File: src/rtl/core/tcle_pkg.sv
// ----------------------------------------------------------------------------
// tcle_pkg
// Geometry, character codes and controller/datapath types for the console.
// ----------------------------------------------------------------------------
package tcle_pkg;

  localparam int SCREEN_ROWS = 32;
  localparam int SCREEN_COLS = 64;
  localparam int MAX_COMMAND = 126;
  localparam int TAB_STOP    = 4;
  localparam int BUF_DEPTH   = MAX_COMMAND + 2;
  localparam int SCREEN_CELLS = SCREEN_ROWS * SCREEN_COLS;

  localparam int FUNC_W   = 3;
  localparam int CHAR_W   = 8;
  localparam int ROW_W    = $clog2(SCREEN_ROWS);
  localparam int COL_W    = $clog2(SCREEN_COLS);
  localparam int CURCOL_W = $clog2(SCREEN_COLS + 1);
  localparam int CNT_W    = $clog2(MAX_COMMAND + 1);
  localparam int BUF_AW   = $clog2(BUF_DEPTH);
  localparam int CELL_AW  = $clog2(SCREEN_CELLS);

  localparam int IN_FIELDS_W  = CHAR_W + ROW_W + COL_W + BUF_AW;
  localparam int IN_DATA_W    = ((IN_FIELDS_W + 7) / 8) * 8;
  localparam int OUT_FIELDS_W = CHAR_W + ROW_W + CURCOL_W + CNT_W + 1 + CNT_W;
  localparam int OUT_DATA_W   = ((OUT_FIELDS_W + 7) / 8) * 8;

  // Bit positions of the result fields inside out_tdata.
  localparam int OUT_ROW_LSB = CHAR_W;
  localparam int OUT_COL_LSB = OUT_ROW_LSB + ROW_W;
  localparam int OUT_CNT_LSB = OUT_COL_LSB + CURCOL_W;
  localparam int OUT_RDY_BIT = OUT_CNT_LSB + CNT_W;
  localparam int OUT_LEN_LSB = OUT_RDY_BIT + 1;

  localparam logic [CHAR_W-1:0] CH_NUL   = 8'd0;
  localparam logic [CHAR_W-1:0] CH_BS    = 8'd8;
  localparam logic [CHAR_W-1:0] CH_TAB   = 8'd9;
  localparam logic [CHAR_W-1:0] CH_LF    = 8'd10;
  localparam logic [CHAR_W-1:0] CH_CR    = 8'd13;
  localparam logic [CHAR_W-1:0] CH_ESC   = 8'd27;
  localparam logic [CHAR_W-1:0] CH_SPACE = 8'd32;
  localparam logic [CHAR_W-1:0] CH_GT    = 8'h3E;
  localparam logic [CHAR_W-1:0] CH_DEL   = 8'd127;

  typedef enum logic [FUNC_W-1:0] {
    FUNC_PRINT     = 3'd0,
    FUNC_KEY       = 3'd1,
    FUNC_READ_CELL = 3'd2,
    FUNC_READ_CMD  = 3'd3,
    FUNC_PROMPT    = 3'd4
  } tcle_func_t;

  // Class of an incoming item, resolved against the current cursor and edit state.
  typedef enum logic [3:0] {
    K_NONE,
    K_NEWLINE,
    K_PRINT_WRAP,
    K_PRINT,
    K_TAB,
    K_ENTER,
    K_BACKSPACE,
    K_APPEND,
    K_READ,
    K_PROMPT
  } tcle_kind_t;

  typedef enum logic [3:0] {
    ST_INIT,
    ST_IDLE,
    ST_NEWLINE,
    ST_CLEAR,
    ST_PROMPT0,
    ST_PROMPT1,
    ST_PUT,
    ST_PUT_ZERO,
    ST_TAB,
    ST_BACKSPACE,
    ST_READ,
    ST_DONE
  } tcle_state_t;

  typedef struct packed {
    logic capture;
    logic clr_start;
    logic clr_step;
    logic init_wr;
    logic row_wr;
    logic newline;
    logic prompt0;
    logic prompt1;
    logic put;
    logic put_zero;
    logic buf_too;
    logic tab;
    logic backspace;
    logic load_out;
  } tcle_cmd_t;

  typedef struct packed {
    tcle_kind_t kind;
    logic       init_last;
    logic       row_last;
    logic       tab_last;
  } tcle_sts_t;

endpackage

File: src/rtl/core/tcle_ctrl.sv
// ----------------------------------------------------------------------------
// tcle_ctrl
// Sequencer for the console: clearing pass, per-item step sequence and the
// result handshake.
// ----------------------------------------------------------------------------
module tcle_ctrl (
  input  logic                 clk,
  input  logic                 rst_n,
  input  logic                 in_tvalid,
  output logic                 in_tready,
  output logic                 out_tvalid,
  input  logic                 out_tready,
  input  tcle_pkg::tcle_sts_t  sts,
  output tcle_pkg::tcle_cmd_t  cmd
);
  import tcle_pkg::*;

  tcle_state_t state_r, state_nxt;
  tcle_kind_t  kind_r, kind_nxt;
  logic        out_valid_r, out_valid_nxt;
  logic        accept;
  logic        out_free;

  assign accept   = (state_r == ST_IDLE) && in_tvalid;
  assign out_free = !out_valid_r || out_tready;

  always_comb begin
    state_nxt = state_r;
    kind_nxt  = kind_r;
    unique case (state_r)
      ST_INIT: begin
        if (sts.init_last) state_nxt = ST_IDLE;
      end
      ST_IDLE: begin
        if (accept) begin
          kind_nxt = sts.kind;
          unique case (sts.kind)
            K_NEWLINE, K_PRINT_WRAP, K_ENTER: state_nxt = ST_NEWLINE;
            K_PRINT, K_APPEND:                state_nxt = ST_PUT;
            K_TAB:                            state_nxt = ST_TAB;
            K_BACKSPACE:                      state_nxt = ST_BACKSPACE;
            K_READ:                           state_nxt = ST_READ;
            K_PROMPT:                         state_nxt = ST_CLEAR;
            default:                          state_nxt = ST_DONE;
          endcase
        end
      end
      ST_NEWLINE: state_nxt = ST_CLEAR;
      ST_CLEAR: begin
        if (sts.row_last) begin
          if ((kind_r == K_ENTER) || (kind_r == K_PROMPT)) begin
            state_nxt = ST_PROMPT0;
          end else if (kind_r == K_PRINT_WRAP) begin
            state_nxt = ST_PUT;
          end else begin
            state_nxt = ST_DONE;
          end
        end
      end
      ST_PROMPT0:   state_nxt = ST_PROMPT1;
      ST_PROMPT1:   state_nxt = ST_DONE;
      ST_PUT:       state_nxt = ST_PUT_ZERO;
      ST_PUT_ZERO:  state_nxt = ST_DONE;
      ST_TAB: begin
        if (sts.tab_last) state_nxt = ST_DONE;
      end
      ST_BACKSPACE: state_nxt = ST_DONE;
      ST_READ:      state_nxt = ST_DONE;
      ST_DONE: begin
        if (out_free) state_nxt = ST_IDLE;
      end
      default:      state_nxt = ST_INIT;
    endcase
  end

  always_comb begin
    cmd           = '0;
    out_valid_nxt = out_valid_r && !out_tready;
    unique case (state_r)
      ST_INIT: begin
        cmd.init_wr  = 1'b1;
        cmd.clr_step = 1'b1;
      end
      ST_IDLE: begin
        cmd.capture   = accept;
        cmd.clr_start = accept;
      end
      ST_NEWLINE: cmd.newline = 1'b1;
      ST_CLEAR: begin
        cmd.row_wr   = 1'b1;
        cmd.clr_step = 1'b1;
      end
      ST_PROMPT0: cmd.prompt0 = 1'b1;
      ST_PROMPT1: cmd.prompt1 = 1'b1;
      ST_PUT: begin
        cmd.put     = 1'b1;
        cmd.buf_too = (kind_r == K_APPEND);
      end
      ST_PUT_ZERO: begin
        cmd.put_zero = 1'b1;
        cmd.buf_too  = (kind_r == K_APPEND);
      end
      ST_TAB:       cmd.tab = 1'b1;
      ST_BACKSPACE: cmd.backspace = 1'b1;
      ST_READ:      cmd = '0;
      ST_DONE: begin
        cmd.load_out = out_free;
        if (out_free) out_valid_nxt = 1'b1;
      end
      default:      cmd = '0;
    endcase
  end

  always_ff @(posedge clk) begin
    if (!rst_n) begin
      state_r     <= ST_INIT;
      kind_r      <= K_NONE;
      out_valid_r <= 1'b0;
    end else begin
      state_r     <= state_nxt;
      kind_r      <= kind_nxt;
      out_valid_r <= out_valid_nxt;
    end
  end

  assign in_tready  = (state_r == ST_IDLE);
  assign out_tvalid = out_valid_r;

endmodule

File: config.mk
export PLATFORM = sky130hd
export DESIGN_NAME = tcle_ctrl
export DESIGN_NICKNAME = d
export VERILOG_FILES = /design/src/rtl/core/tcle_pkg.sv /design/src/rtl/core/tcle_ctrl.sv
export SDC_FILE = /design/constraint.sdc
export NUM_CORES = 1
export LEC_CHECK = 0
export BUFFER_PORTS_ARGS = -buffer_cell sky130_fd_sc_hd__buf_2
export CELL_PAD_IN_SITES_DETAIL_PLACEMENT = 1
export CELL_PAD_IN_SITES_GLOBAL_PLACEMENT = 1
export CORE_MARGIN = 1
export CORE_UTILIZATION = 34
export CTS_CLUSTER_SIZE = 8
export DETAILED_ROUTE_END_ITERATION = 8
export GPL_ROUTABILITY_DRIVEN = 0
export HOLD_SLACK_MARGIN = 0.12
export PLACE_DENSITY_LB_ADDON = 0.1
export SETUP_SLACK_MARGIN = 0.4
export SLEW_MARGIN = 20
export SYNTH_ARGS = -nofsm -noshare
export SYNTH_HDL_FRONTEND = slang
export SYNTH_SLANG_ARGS = --single-unit
File: constraint.sdc
create_clock -name clk -period 1.6 [get_ports clk]
set_clock_uncertainty 0.05 [all_clocks]
set_input_delay 0.32 -clock clk [delete_from_list [all_inputs] [get_ports clk]]
set_output_delay 0.32 -clock clk [all_outputs]
set_load 0.02 [all_outputs]
==> summary.md, run 1 <==
| Metric | Value |
|---|---|
| Yosys top cell by area | dfxtp_1 |
| PortBufs | 26 |
| Pin count of the biggest net entering global routing | 11 |
| Post-Synthesis Cell Area | 774.5 um2 |
| Share of the synthesized area in the top cell type | 23.26% |
| Ports | 27 |
| Type of pin the worst path ends at | output port |
| Num CTS Buffers | 3 |
| Initial antenna violation count | 0 |
| Leading cell types by total area after synthesis | dfxtp_1, nand2b_1, nor4_1 |
| Outcome | did not finish |
| Ys async rst share | 0% |
| Rows | 16 |
| CTS sink cnt | 9 |
| Sequential cell area fraction in the yosys report | 23.26% |
| Number of synthesized flops with an enable pin | 0 |
| Post-DP HPWL | 2094 um |
| Die Y | 49.73 um |
| Run Error | [ERROR DPL-0033] detailed placement checks failed during check placement. |
| Stop stage | global routing (5_1_grt) |
| GRT worst endpoint | cmd[11] |
| Clock buffer depth | 2 |
| Synth Area per Inst | 7.903 um2 |
| Synth Flop Type | dfxtp_1 |
| Yosys cell types | 41 |
| CTS Hold Bufs | 0 |
| Syn_nets | 109 |
| Yosys Warn Count | 0 |
| Synth Instances | 98 |
| Max H-tree Level | 1 |
| Die W | 49.73 um |
| CTS root buf | clkbuf_4 |
| #FFs+latches synth | 9 |
| DP Cell Count | 163 |
| Starting Density | 37.93% |
==> cells by family after synthesis <==
| logic type | Yosys count | synth area share, % |
|---|---|---|
| buf+inv | 13 | 7.591 |
| simple gates | 55 | 46.20 |
| flops | 9 | 23.26 |
| mux | 1 | 1.292 |
| xor+xnor | 1 | 1.131 |
| compound gates | 19 | 20.52 |
==> synthesized netlist by cell type (2+ instances only) <==
library cell	n
o22ai_1	2
nand2_1	8
o31ai_1	2
nor3_1	7
a221oi_1	2
nand2b_1	6
buf_2	5
nor4_1	6
nand3b_1	2
inv_1	4
a21boi_1	4
a21oi_1	2
nor2_1	7
nand3_1	5
dfxtp_1	9
nor3b_1	2
==> what timing repair did <==
item                                    in CTS
cloned                                       0
setup buffers                                5
resized for setup                           42
pin swaps                                    3
endpoints found under the setup margin      23
==> per-stage QoR <==
step / area (um2) / utilization, % / worst slack, ns / hold slack (ns)
2_1_floorplan: 919.6 / - / -0.1826 / 0.4164
3_3_place_gp: 1165 / 57.05 / -0.02665 / 0.4599
3_5_place_dp: 1165 / 57.05 / -0.06715 / 0.4792
4_1_cts: 1368 / 66.97 / -0.1359 / 0.3133
==> run 2: changes to the inputs <==
CELL_PAD_IN_SITES_DETAIL_PLACEMENT = default   (was 1)
CELL_PAD_IN_SITES_GLOBAL_PLACEMENT = default   (was 1)
CORE_AREA = 2 2 63 65   (was default)
CORE_MARGIN = default   (was 1)
CORE_UTILIZATION = default   (was 34)
CTS_CLUSTER_SIZE = default   (was 8)
DIE_AREA = 0 0 65 67   (was default)
HOLD_SLACK_MARGIN = default   (was 0.12)
PLACE_DENSITY_LB_ADDON = 0.15   (was 0.1)
SETUP_SLACK_MARGIN = default   (was 0.4)
==> run 2 against run 1 <==
  * The flow now finishes, with violations (setup timing)
  * Synthesized area unchanged
  * Synthesized cell count unchanged
==> summary.md, run 2 <==
| Metric | Value |
|---|---|
| Fillers | 389 |
| Worst Setup End Kind | output pin |
| PD cells | 1767 nW/um2 |
| Syn-to-layout area delta | 81.91% |
| First-pass GRT wire length | 4167 um |
| Core Region | 3606 um2 |
| Num CTS Buffers | 3 |
| Most frequent cells in the layout | buf_4, buf_2, buf_6 |
| P_int | 1.429 mW |
| Ys async rst share | 0% |
| Final setup margin | -0.07498 ns |
| Yosys cell types | 41 |
| Worst Path Required | 1.23 ns |
| HP Start | in_tvalid |
| 1st-pass router iterations | 5 |
| WHS | 0.3489 ns |
| WL final | 2527 um |
| DR vias | 909 |
| Slew headroom | 73.55% |
| DR DRC count | 0 |
| NumNets Final | 161 |
| Number of global-route vias before repair | 914 |
| Clock share of power | 10.9% |
| CP Cell Sequence | nor4b_4 -> nand2_2 -> inv_4 -> buf_6 |
| PortBufs | 26 |
| Power Total | 2.490 mW |
| # diodes | 0 |
| VDD IR-drop max | 458.3 uV |
| Worst Tran Pin Value | 0.3968 ns |
| CTS sink cnt | 9 |
| Util after Layout | 39.07% |
| Setup TNS | -0.3127 ns |
| Hold path cells | 3 |
| Syn_nets | 109 |
| Initial antenna violation count | 0 |
| Post-route ant nets | 0 |
| Hold Vio Cnt, Final | 0 |
| Number of synthesized flops with an enable pin | 0 |
| Fraction of layout cells with a size suffix above 1 | 60.40% |
| Min cycle time layout | 1.675 ns |
| WL/cell | 12.83 um |
| R2R depth | 6 |
| Layout Cells excl Fill | 197 |
| Clock buffer depth | 2 |
| Switching share of power | 42.62% |
| DP Cell Count | 185 |
| RSZ-0062 raised after global routing | yes |
| Leak | 0.5687 nW |
| Min-Delay Path Class | primary input to flop |
| Via density | 4.614 |
| Setup-failing EPs final | 5 |
| Sequential cell area fraction in the yosys report | 23.26% |
| Outcome | finished, violations left |
| Max Fanout on Critical Path | 5 |
| Cell family with most CP delay | simple AND/OR/NAND/NOR gates |
| Worst Path Buf+Inv | 2 |
| Most common cell in the netlist | dfxtp_1 |
| Dpl cell area | 1131 um2 |
| Starting Density | 21.48% |
| Max H-tree Level | 1 |
| Hold EP | kind_r[0] |
| Placement Setup Slack | -0.04695 ns |
| Rows | 22 |
| TritonCTS clock tree | yes |
| Share of the synthesized area in the top cell type | 23.26% |
| Yosys top cell by area | dfxtp_1 |
| Yosys Warn Count | 0 |
| Post-Synthesis Cell Area | 774.5 um2 |
| Crit path arrival time | 1.30 ns |
| CTS root buf | clkbuf_8 |
| Net Sw Power | 1.061 mW |
| Post-DP HPWL | 1882 um |
| Commonest non-fill, non-tap cell in the layout | buf_4 |
| Critical path's largest stage delay | 0.39 ns |
| DIE AREA | 4355 um2 |
| RR Endpoint | state_r[0] |
| Pin count of the biggest net entering global routing | 11 |
| Synth Flop Type | dfxtp_1 |
| Design area | 1409 um2 |
| Synth top cells by count | dfxtp_1, nand2_1, nor2_1, nor3_1 |
| CTS Hold Bufs | 0 |
| Synth Area per Inst | 7.903 um2 |
| Total gr overflow | 0 |
| Leading cell types by total area after synthesis | dfxtp_1, nand2b_1, nor4_1 |
| Startpoint Class | flop |
| Slowest stage cell on the critical path | nor4b_4 |
| Slew Limit Fails | 0 |
| Comb pwr share | 71.2% |
| #FFs+latches synth | 9 |
| Reg clk slew, reported paths | 0.05 ns |
| Period utilization | 104.7% |
| Fmax | 597.0 MHz |
| Max-Cap Viols | 0 |
| Die Y | 67 um |
| Failing checks | setup timing |
| Ports | 27 |
| R2r startpoint | state_r[3] |
| Synth Instances | 98 |
| GRT Util Overall | 12.49% |
| Register-to-register setup slack | 0.01 ns |
| Clock latency on the worst-skew pair | 0.23 ns |
| Die W | 65 um |
| Critical path type | flop to output pin |
| Sequential power share | 17.9% |
| Initial drt markers | 24 |
## run 2: cell counts after synthesis
Identical to the previous run, type by type.
## run 2: repair_timing
action,in CTS,in global routing
setup buffers,3,5
gates resized for setup,20,30
pin swaps,2,12
setup endpoints to repair,17,18
## run 2: final cells by class
cell class / count / area, um2 / share of cell area [%]
repair buffers: 55 / 425.4 / 30.20
inverters: 5 / 23.77 / 1.687
flip-flops and latches: 9 / 198.9 / 14.12
clock buffers: 4 / 45.04 / 3.197
well taps: 48 / 60.06 / 4.263
multi-input cells: 76 / 655.6 / 46.54
## run 2: how the worst max path moves through the flow
| stage | startpoint | end | slack [ns] | cells past startpoint |
|---|---|---|---|---|
| after global placement | sts[3] | state_r[0] | -0.03 | 5 |
| after floorplan | state_r[2] | cmd[13] | -0.18 | 5 |
| after global routing | state_r[3] | cmd[3] | -0.13 | 4 |
| final | state_r[2] | cmd[12] | -0.07 | 4 |
| after CTS | state_r[1] | cmd[11] | -0.1 | 5 |
| after detailed placement | sts[3] | state_r[0] | -0.05 | 5 |
## run 2: logic make-up (layout without fill, tap and decap cells)
logic type / Yosys count / after routing / synth area share [%]
XOR/XNOR: 1 / 1 / 1.131
multiplexers: 1 / 1 / 1.292
flip-flops: 9 / 9 / 23.26
buffers and inverters: 13 / 64 / 7.591
AO/OA/AOI/OAI: 19 / 19 / 20.52
AND/OR/NAND/NOR: 55 / 55 / 46.20
## run 2: routing by layer
| layer | wire length [um] | track usage [%] | up-vias |
|---|---|---|---|
| li1 | - | - | 469 |
| met1 | 1114 | 15.40 | 421 |
| met2 | 1306 | 20.88 | 17 |
| met3 | 78 | 2.027 | 2 |
| met4 | 27 | 6.383 | 0 |
| met5 | 0 | 0 | - |
## run 2: worst reg2reg max path, stage by stage, from the launching register on
cell and delay (ns):
dfxtp_4 0.36, buf_12 0.13, buf_4 0.13, mux2i_2 0.15
a222oi_1 0.33, nand3b_1 0.18, o22ai_2 0.18
## run 2: power by group through the flow
stage	clock network, mW	logic [mW]	registers [mW]
6_report	0.271	1.77	0.446
5_1_grt	0.296	1.91	0.457
4_1_cts	0.284	1.48	0.424
3_5_place_dp	0	1.32	0.416
3_3_place_gp	0	1.32	0.409
2_1_floorplan	0	0.873	0.361
Note: power is estimated with default switching activity, not from simulation.
